File: src/rtl/pcm_pkg.sv
package pcm_pkg;

  typedef enum logic [1:0] {
    OP_LOAD   = 2'd0,
    OP_MAP    = 2'd1,
    OP_FINISH = 2'd2,
    OP_NONE   = 2'd3
  } op_e;

  localparam logic [1:0] REG_PALETTE_COUNT = 2'd0;
  localparam logic [1:0] REG_SMOOTH_WEIGHT = 2'd1;

  localparam logic [31:0] SUM_MAX = 32'hFFFF_FFFF;
  localparam logic [23:0] CNT_MAX = 24'hFF_FFFF;

  typedef struct packed {
    logic [1:0] operation;
    logic [3:0] entry_slot;
    logic [7:0] in_red;
    logic [7:0] in_green;
    logic [7:0] in_blue;
  } in_item_t;

  typedef struct packed {
    logic [3:0] entry_index;
    logic [7:0] out_red;
    logic [7:0] out_green;
    logic [7:0] out_blue;
    logic       last_of_run;
  } out_item_t;

  typedef enum logic [3:0] {
    ST_IDLE,
    ST_LOAD_RD,
    ST_LOAD_MUL,
    ST_LOAD_WR,
    ST_MAP_RD,
    ST_MAP_CMP,
    ST_MAP_ACC,
    ST_MAP_WR,
    ST_FIN_RD,
    ST_FIN_DIV,
    ST_FIN_MUL,
    ST_FIN_WR
  } state_e;

endpackage

File: src/rtl/pcm_ram.sv
module pcm_ram #(
  parameter int Width = 8,
  parameter int Depth = 16
) (
  input  logic                     clk_i,
  input  logic                     we_i,
  input  logic [$clog2(Depth)-1:0] waddr_i,
  input  logic [Width-1:0]         wdata_i,
  input  logic [$clog2(Depth)-1:0] raddr_i,
  output logic [Width-1:0]         rdata_o
);

  logic [Width-1:0] mem_q [Depth];

  always_ff @(posedge clk_i) begin
    if (we_i) begin
      mem_q[waddr_i] <= wdata_i;
    end
    rdata_o <= mem_q[raddr_i];
  end

endmodule

File: src/rtl/pcm_div.sv
// Restoring divider, one quotient bit per cycle; result saturated to 8 bits.
module pcm_div (
  input  logic        clk_i,
  input  logic        rst_ni,
  input  logic        start_i,
  input  logic [31:0] dividend_i,
  input  logic [23:0] divisor_i,
  output logic [7:0]  quot_o
);

  logic [5:0]  cnt_q, cnt_d;
  logic        run_q, run_d;
  logic [31:0] num_q, num_d;
  logic [32:0] rem_q, rem_d;
  logic [31:0] quo_q, quo_d;
  logic [23:0] den_q, den_d;
  logic [32:0] trial;

  always_comb begin
    run_d = run_q;
    cnt_d = cnt_q;
    num_d = num_q;
    rem_d = rem_q;
    quo_d = quo_q;
    den_d = den_q;
    trial = {rem_q[31:0], num_q[31]};
    if (start_i) begin
      run_d = 1'b1;
      cnt_d = 6'd32;
      num_d = dividend_i;
      rem_d = '0;
      quo_d = '0;
      den_d = divisor_i;
    end else if (run_q) begin
      num_d = {num_q[30:0], 1'b0};
      if (trial >= {9'd0, den_q}) begin
        rem_d = trial - {9'd0, den_q};
        quo_d = {quo_q[30:0], 1'b1};
      end else begin
        rem_d = trial;
        quo_d = {quo_q[30:0], 1'b0};
      end
      cnt_d = cnt_q - 6'd1;
      if (cnt_q == 6'd1) begin
        run_d = 1'b0;
      end
    end
  end

  always_ff @(posedge clk_i or negedge rst_ni) begin
    if (!rst_ni) begin
      run_q <= 1'b0;
      cnt_q <= '0;
    end else begin
      run_q <= run_d;
      cnt_q <= cnt_d;
    end
  end

  always_ff @(posedge clk_i) begin
    num_q <= num_d;
    rem_q <= rem_d;
    quo_q <= quo_d;
    den_q <= den_d;
  end

  assign quot_o = (quo_q > 32'd255) ? 8'hFF : quo_q[7:0];

endmodule

File: src/rtl/pcm_front.sv
// Front end: accepts commands and queues them for the back end.
module pcm_front #(
  parameter int QDepth = 2
) (
  input  logic              clk_i,
  input  logic              rst_ni,
  input  logic              start_i,
  input  pcm_pkg::in_item_t in_item_i,
  output logic              busy_o,
  output logic              q_valid_o,
  output pcm_pkg::in_item_t q_item_o,
  input  logic              q_pop_i
);
  import pcm_pkg::*;

  localparam int PW = $clog2(QDepth);

  in_item_t       buf_q [QDepth];
  logic [PW-1:0]  wp_q, rp_q;
  logic [PW:0]    cnt_q;
  logic           push;

  assign busy_o    = (cnt_q == (PW+1)'(QDepth));
  // Unused codes never reach the back end.
  assign push      = start_i && !busy_o && (in_item_i.operation != OP_NONE);
  assign q_valid_o = (cnt_q != '0);
  assign q_item_o  = buf_q[rp_q];

  always_ff @(posedge clk_i or negedge rst_ni) begin
    if (!rst_ni) begin
      wp_q  <= '0;
      rp_q  <= '0;
      cnt_q <= '0;
    end else begin
      if (push) wp_q <= wp_q + PW'(1);
      if (q_pop_i) rp_q <= rp_q + PW'(1);
      cnt_q <= cnt_q + (PW+1)'(push) - (PW+1)'(q_pop_i);
    end
  end

  always_ff @(posedge clk_i) begin
    if (push) buf_q[wp_q] <= in_item_i;
  end

endmodule

File: src/rtl/pcm_back.sv
// Back end: palette memories, sequential search, accumulation and finish.
module pcm_back #(
  parameter int PaletteDepth = 16
) (
  input  logic               clk_i,
  input  logic               rst_ni,
  input  logic [4:0]         palette_count_i,
  input  logic [7:0]         smooth_weight_i,
  input  logic               q_valid_i,
  input  pcm_pkg::in_item_t  q_item_i,
  output logic               q_pop_o,
  output logic               res_valid_o,
  output pcm_pkg::out_item_t res_o
);
  import pcm_pkg::*;

  localparam int AW  = $clog2(PaletteDepth);
  localparam int CAP = (PaletteDepth < 16) ? PaletteDepth : 16;

  state_e state_q, state_d;

  in_item_t       item_q;
  logic [AW-1:0]  idx_q, idx_d;
  logic [AW-1:0]  best_q, best_d;
  logic [17:0]    dbest_q, dbest_d;
  logic [AW:0]    n_act;
  logic [1:0]     ch_q, ch_d;
  logic [23:0]    newc_q, newc_d;
  logic           div_start;
  logic [5:0]     wait_q, wait_d;

  // memories
  logic           col_we, sum_we;
  logic [AW-1:0]  col_waddr, sum_waddr, raddr;
  logic [23:0]    col_wdata, col_rdata;
  logic [119:0]   sum_wdata, sum_rdata;

  // active entry count
  always_comb begin
    if (palette_count_i == 5'd0) n_act = (AW+1)'(1);
    else if (32'(palette_count_i) > CAP) n_act = (AW+1)'(CAP);
    else n_act = (AW+1)'(palette_count_i);
  end

  pcm_ram #(.Width(24), .Depth(PaletteDepth)) u_col (
    .clk_i, .we_i(col_we), .waddr_i(col_waddr), .wdata_i(col_wdata),
    .raddr_i(raddr), .rdata_o(col_rdata)
  );
  pcm_ram #(.Width(120), .Depth(PaletteDepth)) u_sum (
    .clk_i, .we_i(sum_we), .waddr_i(sum_waddr), .wdata_i(sum_wdata),
    .raddr_i(raddr), .rdata_o(sum_rdata)
  );

  // distance of current read entry
  logic [8:0]  dr, dg, db;
  logic [17:0] dist_cur;
  always_comb begin
    dr = {1'b0, item_q.in_red}   - {1'b0, col_rdata[23:16]};
    dg = {1'b0, item_q.in_green} - {1'b0, col_rdata[15:8]};
    db = {1'b0, item_q.in_blue}  - {1'b0, col_rdata[7:0]};
    if (dr[8]) dr = -dr;
    if (dg[8]) dg = -dg;
    if (db[8]) db = -db;
    dist_cur = 18'(dr[7:0]) * 18'(dr[7:0]) + 18'(dg[7:0]) * 18'(dg[7:0])
             + 18'(db[7:0]) * 18'(db[7:0]);
  end

  // seed products, registered
  logic [7:0]  w;
  logic [23:0] seed_c;
  logic [95:0] seed_q;
  assign w = (smooth_weight_i != 8'd0) ? smooth_weight_i - 8'd1 : 8'd0;
  always_ff @(posedge clk_i) begin
    seed_q <= {{16'd0, 16'(seed_c[23:16]) * 16'(w)}, {16'd0, 16'(seed_c[15:8]) * 16'(w)},
               {16'd0, 16'(seed_c[7:0]) * 16'(w)}};
  end

  // saturating accumulate
  function automatic logic [31:0] sat_add(logic [31:0] a, logic [7:0] b);
    logic [32:0] s;
    s = {1'b0, a} + 33'(b);
    return s[32] ? SUM_MAX : s[31:0];
  endfunction

  // divider
  logic [31:0] div_num;
  logic [7:0]  div_quo;
  always_comb begin
    unique case (ch_q)
      2'd0:    div_num = sum_rdata[119:88];
      2'd1:    div_num = sum_rdata[87:56];
      default: div_num = sum_rdata[55:24];
    endcase
  end
  pcm_div u_div (
    .clk_i, .rst_ni, .start_i(div_start), .dividend_i(div_num),
    .divisor_i(sum_rdata[23:0]), .quot_o(div_quo)
  );

  // next state
  always_comb begin
    state_d = state_q;
    unique case (state_q)
      ST_IDLE: begin
        if (q_valid_i) begin
          unique case (q_item_i.operation)
            OP_LOAD:   state_d = ST_LOAD_MUL;
            OP_MAP:    state_d = ST_MAP_RD;
            OP_FINISH: state_d = ST_FIN_RD;
            default:   state_d = ST_IDLE;
          endcase
        end
      end
      ST_LOAD_RD:  state_d = ST_LOAD_MUL;
      ST_LOAD_MUL: state_d = ST_LOAD_WR;
      ST_LOAD_WR:  state_d = ST_IDLE;
      ST_MAP_RD:   state_d = ST_MAP_CMP;
      ST_MAP_CMP:  state_d = (32'(idx_q) + 1 == 32'(n_act)) ? ST_MAP_ACC : ST_MAP_CMP;
      ST_MAP_ACC:  state_d = ST_MAP_WR;
      ST_MAP_WR:   state_d = ST_IDLE;
      ST_FIN_RD:   state_d = ST_FIN_DIV;
      ST_FIN_DIV:  state_d = (ch_q == 2'd2 && wait_q == 6'd0) ? ST_FIN_MUL : ST_FIN_DIV;
      ST_FIN_MUL:  state_d = ST_FIN_WR;
      ST_FIN_WR:   state_d = (32'(idx_q) + 1 == 32'(n_act)) ? ST_IDLE : ST_FIN_RD;
      default:     state_d = ST_IDLE;
    endcase
  end

  // datapath control
  always_comb begin
    q_pop_o     = 1'b0;
    idx_d       = idx_q;
    best_d      = best_q;
    dbest_d     = dbest_q;
    ch_d        = ch_q;
    newc_d      = newc_q;
    wait_d      = wait_q;
    div_start   = 1'b0;
    raddr       = idx_q;
    col_we      = 1'b0;
    sum_we      = 1'b0;
    col_waddr   = idx_q;
    sum_waddr   = idx_q;
    col_wdata   = newc_q;
    sum_wdata   = {seed_q, 16'd0, w};
    seed_c      = newc_q;
    res_valid_o = 1'b0;
    res_o       = '0;
    unique case (state_q)
      ST_IDLE: begin
        q_pop_o = q_valid_i;
        idx_d   = '0;
        raddr   = '0;
        newc_d  = {q_item_i.in_red, q_item_i.in_green, q_item_i.in_blue};
      end
      ST_LOAD_RD, ST_LOAD_MUL: ;
      ST_LOAD_WR: begin
        col_waddr = AW'(item_q.entry_slot);
        sum_waddr = AW'(item_q.entry_slot);
        col_we    = (32'(item_q.entry_slot) < PaletteDepth);
        sum_we    = col_we;
      end
      ST_MAP_RD: ;
      ST_MAP_CMP: begin
        if (idx_q == '0 || dist_cur < dbest_q) begin
          dbest_d = dist_cur;
          best_d  = idx_q;
          newc_d  = col_rdata;
        end
        idx_d = idx_q + AW'(1);
        raddr = idx_q + AW'(1);
      end
      ST_MAP_ACC: raddr = best_q;
      ST_MAP_WR: begin
        sum_waddr = best_q;
        sum_we    = (smooth_weight_i != 8'd0);
        sum_wdata = {sat_add(sum_rdata[119:88], item_q.in_red),
                     sat_add(sum_rdata[87:56], item_q.in_green),
                     sat_add(sum_rdata[55:24], item_q.in_blue),
                     (sum_rdata[23:0] < CNT_MAX) ? sum_rdata[23:0] + 24'd1 : CNT_MAX};
        res_valid_o = 1'b1;
        res_o = '{entry_index: 4'(best_q), out_red: newc_q[23:16],
                  out_green: newc_q[15:8], out_blue: newc_q[7:0], last_of_run: 1'b1};
      end
      ST_FIN_RD: begin
        ch_d   = 2'd0;
        wait_d = 6'd33;
      end
      ST_FIN_DIV: begin
        newc_d = col_rdata;
        if (wait_q == 6'd33) div_start = 1'b1;
        if (wait_q != 6'd0) wait_d = wait_q - 6'd1;
        if (wait_q == 6'd0) begin
          if (smooth_weight_i != 8'd0 && sum_rdata[23:0] != 24'd0) begin
            newc_d = newc_q;
            unique case (ch_q)
              2'd0:    newc_d[23:16] = div_quo;
              2'd1:    newc_d[15:8]  = div_quo;
              default: newc_d[7:0]   = div_quo;
            endcase
          end
          if (ch_q != 2'd2) begin
            ch_d   = ch_q + 2'd1;
            wait_d = 6'd33;
          end
        end else if (wait_q != 6'd33 || ch_q != 2'd0) begin
          newc_d = newc_q;
        end
      end
      ST_FIN_MUL: ;
      ST_FIN_WR: begin
        col_we = 1'b1;
        sum_we = 1'b1;
        raddr  = idx_q + AW'(1);
        idx_d  = idx_q + AW'(1);
        res_valid_o = 1'b1;
        res_o = '{entry_index: 4'(idx_q), out_red: newc_q[23:16],
                  out_green: newc_q[15:8], out_blue: newc_q[7:0],
                  last_of_run: (32'(idx_q) + 1 == 32'(n_act))};
      end
      default: ;
    endcase
  end

  always_ff @(posedge clk_i or negedge rst_ni) begin
    if (!rst_ni) begin
      state_q    <= ST_IDLE;
      idx_q      <= '0;
      ch_q       <= '0;
      wait_q     <= '0;
    end else begin
      state_q    <= state_d;
      idx_q      <= idx_d;
      ch_q       <= ch_d;
      wait_q     <= wait_d;
    end
  end

  always_ff @(posedge clk_i) begin
    best_q  <= best_d;
    dbest_q <= dbest_d;
    newc_q  <= newc_d;
    if (state_q == ST_IDLE && q_valid_i) item_q <= q_item_i;
  end

endmodule

File: src/rtl/palette_color_mapper_unit.sv
// Nearest-color palette mapper. A load writes one palette entry; a map
// searches one palette entry per cycle through the color memory read port,
// over the active entries; a finish runs three serial divisions per active
// entry. A two-deep command queue lets commands wait while the back end
// works; busy rises only when both slots are full. Results appear for one
// cycle with res_valid_o and must be taken then; the receiver cannot stall
// the block.
module palette_color_mapper_unit #(
  parameter int PALETTE_DEPTH = 16
) (
  input  logic               clk_i,
  input  logic               rst_ni,
  input  logic               start,
  output logic               busy,
  input  pcm_pkg::in_item_t  in_item_i,
  output logic               res_valid_o,
  output pcm_pkg::out_item_t res_o,
  input  logic               cfg_we_i,
  input  logic [1:0]         cfg_index_i,
  input  logic [7:0]         cfg_wdata_i
);
  import pcm_pkg::*;

  logic [4:0] palette_count_q;
  logic [7:0] smooth_weight_q;
  logic       q_valid, q_pop;
  in_item_t   q_item;

  // configuration registers
  always_ff @(posedge clk_i or negedge rst_ni) begin
    if (!rst_ni) begin
      palette_count_q <= 5'd16;
      smooth_weight_q <= 8'd0;
    end else if (cfg_we_i) begin
      if (cfg_index_i == REG_PALETTE_COUNT) palette_count_q <= cfg_wdata_i[4:0];
      if (cfg_index_i == REG_SMOOTH_WEIGHT) smooth_weight_q <= cfg_wdata_i;
    end
  end

  pcm_front u_front (
    .clk_i, .rst_ni, .start_i(start), .in_item_i, .busy_o(busy),
    .q_valid_o(q_valid), .q_item_o(q_item), .q_pop_i(q_pop)
  );

  pcm_back #(.PaletteDepth(PALETTE_DEPTH)) u_back (
    .clk_i, .rst_ni, .palette_count_i(palette_count_q),
    .smooth_weight_i(smooth_weight_q), .q_valid_i(q_valid), .q_item_i(q_item),
    .q_pop_o(q_pop), .res_valid_o, .res_o
  );

endmodule
File: config.mk
export PLATFORM = sky130hd
export DESIGN_NAME = palette_color_mapper_unit
export DESIGN_NICKNAME = d
export VERILOG_FILES = /design/src/rtl/pcm_pkg.sv /design/src/rtl/pcm_ram.sv /design/src/rtl/pcm_div.sv /design/src/rtl/pcm_front.sv /design/src/rtl/pcm_back.sv /design/src/rtl/palette_color_mapper_unit.sv
export SDC_FILE = /design/constraint.sdc
export NUM_CORES = 2
export LEC_CHECK = 0
export BUFFER_PORTS_ARGS = -buffer_cell sky130_fd_sc_hd__buf_2
export CAP_MARGIN = 20
export CORE_MARGIN = 8
export CORE_UTILIZATION = 45
export CTS_CLUSTER_SIZE = 40
export DETAILED_ROUTE_END_ITERATION = 7
export PLACE_DENSITY = 0.56
export SLEW_MARGIN = 0
export SYNTH_ARGS = -nofsm -noshare
export SYNTH_HDL_FRONTEND = slang
export SYNTH_SLANG_ARGS = --single-unit
export TNS_END_PERCENT = 50
File: constraint.sdc
create_clock -name clk_i -period 21.1 [get_ports clk_i]
set_input_delay 3.165 -clock clk_i [delete_from_list [all_inputs] [get_ports clk_i]]
set_output_delay 3.165 -clock clk_i [all_outputs]
set_load 0.02 [all_outputs]
==> results by group <==
Status
  – Status: finished, final reports clean

Clock tree
  – CTS tree: built
  – Post-cts resize count: 0
  – Max clock buf depth: 4
  – Clk slew on worst S/H paths: 0.06 ns
  – Hold-fix buffers, CTS: 0
  – Clk sinks: 2790
  – CTS buffer count: 304
  – Clk_lat worst skew: 0.91 ns
  – Post-CTS setup buffer count: 0
  – Root Buffer: clkbuf_16
  – H-tree level count: 5

Drt
  – Via density per instance: 5.59
  – Via count: 71300
  – WL per Instance: 26.4 um
  – Detailed Route WL: 336000 um
  – Initial drt markers: 5420
  – Routed Antenna Nets: 0
  – Router iterations before antenna repair: 5
  – DRC Markers: 0

Layout
  – FF+latch area: 0.0810 mm2
  – Filler instances: 23600
  – Layout overhead on the synthesized area: 12.2%
  – Nets: 9332
  – Multi-input logic area: 0.0438 mm2
  – Layout cells sized above 1: 9.99%

Setup path
  – FF-to-FF path depth: 39
  – Critical path class: reg -> reg
  – Critical path required time: 21.59 ns
  – Reg-to-Reg End: u_back.col_wdata[14]
  – CP endpoint kind: flop
  – Worst Path Buf+Inv: 5
  – Crit-path max FO: 9
  – R2r startpoint: u_back.item_q[8]
  – Critical Path Most Common Cell: fa_1
  – Slowest cell delay on critical path: 0.79 ns
  – Launch point of the worst path: u_back.item_q[8]
  – Slowest cell on crit path: xnor2_1
  – Crit-path leading delay family: adder cells
  – Critical Path AT: 13.69 ns
  – R2r setup slk: 7.90 ns
  – Startpoint Class: flop

STA
  – Setup violators final: 0
  – RSZ-0062 raised after global routing: false
  – Final setup skew: 0.0518 ns
  – Normalized max-slew margin: 21.8%
  – Slew @ Worst Pin: 1.17 ns
  – Slew Viols, Final: 0
  – FMAX: 0.0758 GHz
  – Setup_tns: 0 ns
  – Final min period: 13.20 ns
  – Endpoints failing hold: 0
  – Tcrit/Tclk final: 62.6%

Global routing
  – Initial antenna violation count: 13
  – First-pass GRT wire length: 490000 um
  – GRT overflow: 0
  – Largest net degree at the start of global routing: 133
  – Vias in the first global route: 72000
  – Total GRT Usage: 21.7%

Synth
  – Synth Area in Adders: 6.62%
  – XOR/XNOR Fraction of Synth Area: 1.54%
  – Mapped Nets: 9094
  – Seq cells post-synth: 2790
  – Largest family of logic cells by synthesized area: multiplexers
  – Post-synthesis sequential area ratio: 63.3%
  – Compound-gate portion of the synthesized area: 3.60%
  – EDFF count, synth: 2494
  – Dominant synthesized flop cell: edfxtp_1
  – Synth Area in Simple Gates: 4.41%
  – Yosys Warn Count: 0
  – Netlist Area Pre-Place: 0.128 mm2
  – Syn Area/Cell: 15.0 um2
  – Synth top area cells: edfxtp_1 59%, mux2i_1 17%, dfxtp_1 4.0%
  – Post-Syn Instances: 8512
  – Yosys top cell area share: 58.5%
  – Post-synthesis async set-or-reset flop share: 1.43%
  – Synth area leader: edfxtp_1
  – Multiplexer area fraction after synthesis: 17.7%
  – Synth cell types: 85

Hold path
  – Worst Hold Launch: u_front.rp_q
  – Hold Path Class: reg -> reg
  – Min-Delay Endpoint: u_front.rp_q
  – Hold Path Cell Cnt: 1

Die
  – Die Y: 549 um
  – Starting density of the core: 45.3%
  – Core Area: 0.283 mm2
  – IO Pins: 75
  – DIE WIDTH: 549 um
  – Die area: 0.302 mm2
  – Row cnt: 195

Place
  – Final HPWL DP: 195000 um
  – GP Congestion: 0.857
  – PortBufs: 74

Flow run
  – Maxcap violations: 0
## synthesized netlist by cell type (34+ instances only)
master	n
dfrtp_1	39
and2_1	142
o21ai_0	121
edfxtp_1	2494
nand2_1	269
fa_1	232
xnor2_1	146
nor3_1	81
buf_2	175
xor2_1	79
inv_1	448
ha_1	306
nor2_1	335
mux2_2	43
buf_4	51
a211oi_1	34
mux2i_1	2218
dfxtp_1	256
a21o_1	46
a21oi_1	206
and3_1	40
a31oi_1	72
a22o_1	35
nand3_1	89
clkbuf_1	135
## layout make-up
cell class	instances	area share, %
antenna	9	0.0157
clock buffer	423	5.85
clock inverter	136	1.01
inverter	452	1.18
multi-input combinational	4889	30.5
sequential	2790	56.5
tap	3743	3.26
timing repair buffer	313	1.70
## through the flow
stage / setup slack, ns / cell area, um2 / hold slack (ns) / utilization (%) / instances
6_report: 7.90 / 143000 / 0.467 / 50.8 / 12800
5_1_grt: 7.30 / 143000 / 0.515 / 50.8 / 12700
4_1_cts: 7.92 / 143000 / 0.470 / 50.6 / 12700
3_5_place_dp: 7.98 / 133000 / 0.459 / 47.1 / 12100
3_3_place_gp: 8.07 / 133000 / 0.458 / 47.1 / 12100
2_1_floorplan: 8.55 / 128000 / 0.406 / - / 8512
## routing by layer
layer	global-route usage, %	vias up	part of all wire (%)
met5	0	-	0.0039
met4	5.27	2	2.5
met3	2.67	427	4.6
met2	36.5	1663	48
met1	30.2	36900	45
li1	-	32300	-
## registers in the layout, indices dropped and copies added (netlist names), 5 cells and up
register and flops:
u_back.u_sum.mem_q 1920, u_back.u_col.mem_q 384, u_back.u_sum.rdata_o 120, u_front.buf_q 60
u_back.seed_q 48, u_back.u_div.num_q 32, u_back.u_div.quo_q 32, u_back.u_div.rem_q 32
u_back.item_q 28, u_back.col_wdata 24, u_back.u_col.rdata_o 24, u_back.u_div.den_q 24
u_back.dbest_q 18, smooth_weight_q 8, u_back.u_div.cnt_q 6, u_back.wait_q 6
palette_count_q 5
## logic make-up after synthesis
logic type,Yosys count
compound gates,706
simple gates,1158
flops,2790
mux,2262
fa+ha+maj,538
buf+inv,833
xor+xnor,225
## worst register-to-register path, delay by kind of cell, from the launching register on
kind / cells / cell delay (ns)
adders and majority gates: 15 / 6.58
and+or+nand+nor: 7 / 2.03
AOI/OAI and AO/OA: 8 / 2.03
xor gates and xnor gates: 4 / 1.51
DFF: 1 / 0.39
buffers and inverters: 5 / 0.27
## layout by cell type (no fill, tap or decap), types with 88 or more instances in the layout
| master | Yosys | layout |
|---|---|---|
| clkbuf_16 | 0 | 308 |
| fa_1 | 232 | 232 |
| nor2_1 | 335 | 301 |
| dfxtp_1 | 256 | 256 |
| edfxtp_1 | 2494 | 2494 |
| inv_1 | 448 | 448 |
| nand3_1 | 89 | 88 |
| o21ai_0 | 121 | 121 |
| nand2_1 | 269 | 268 |
| mux2i_1 | 2218 | 2218 |
| xnor2_1 | 146 | 146 |
| and2_1 | 142 | 142 |
| ha_1 | 306 | 304 |
| a21oi_1 | 206 | 200 |
| clkbuf_1 | 135 | 89 |
| buf_4 | 51 | 211 |
## how the worst max path moves through the flow
stage | to | slack [ns] | depth (start not counted)
finish | u_back.col_wdata[14] | 7.90 | 39
global route | u_back.col_wdata[14] | 7.30 | 47
CTS | u_back.col_wdata[14] | 7.92 | 39
detailed placement | u_back.col_wdata[8] | 7.98 | 39
global placement | u_back.col_wdata[14] | 8.07 | 47
floorplan | u_back.best_q[0] | 8.55 | 44
Power is left out: the tool's default activity adds up to more than one toggle a clock period on the data nets, which glitch-free logic cannot reach.
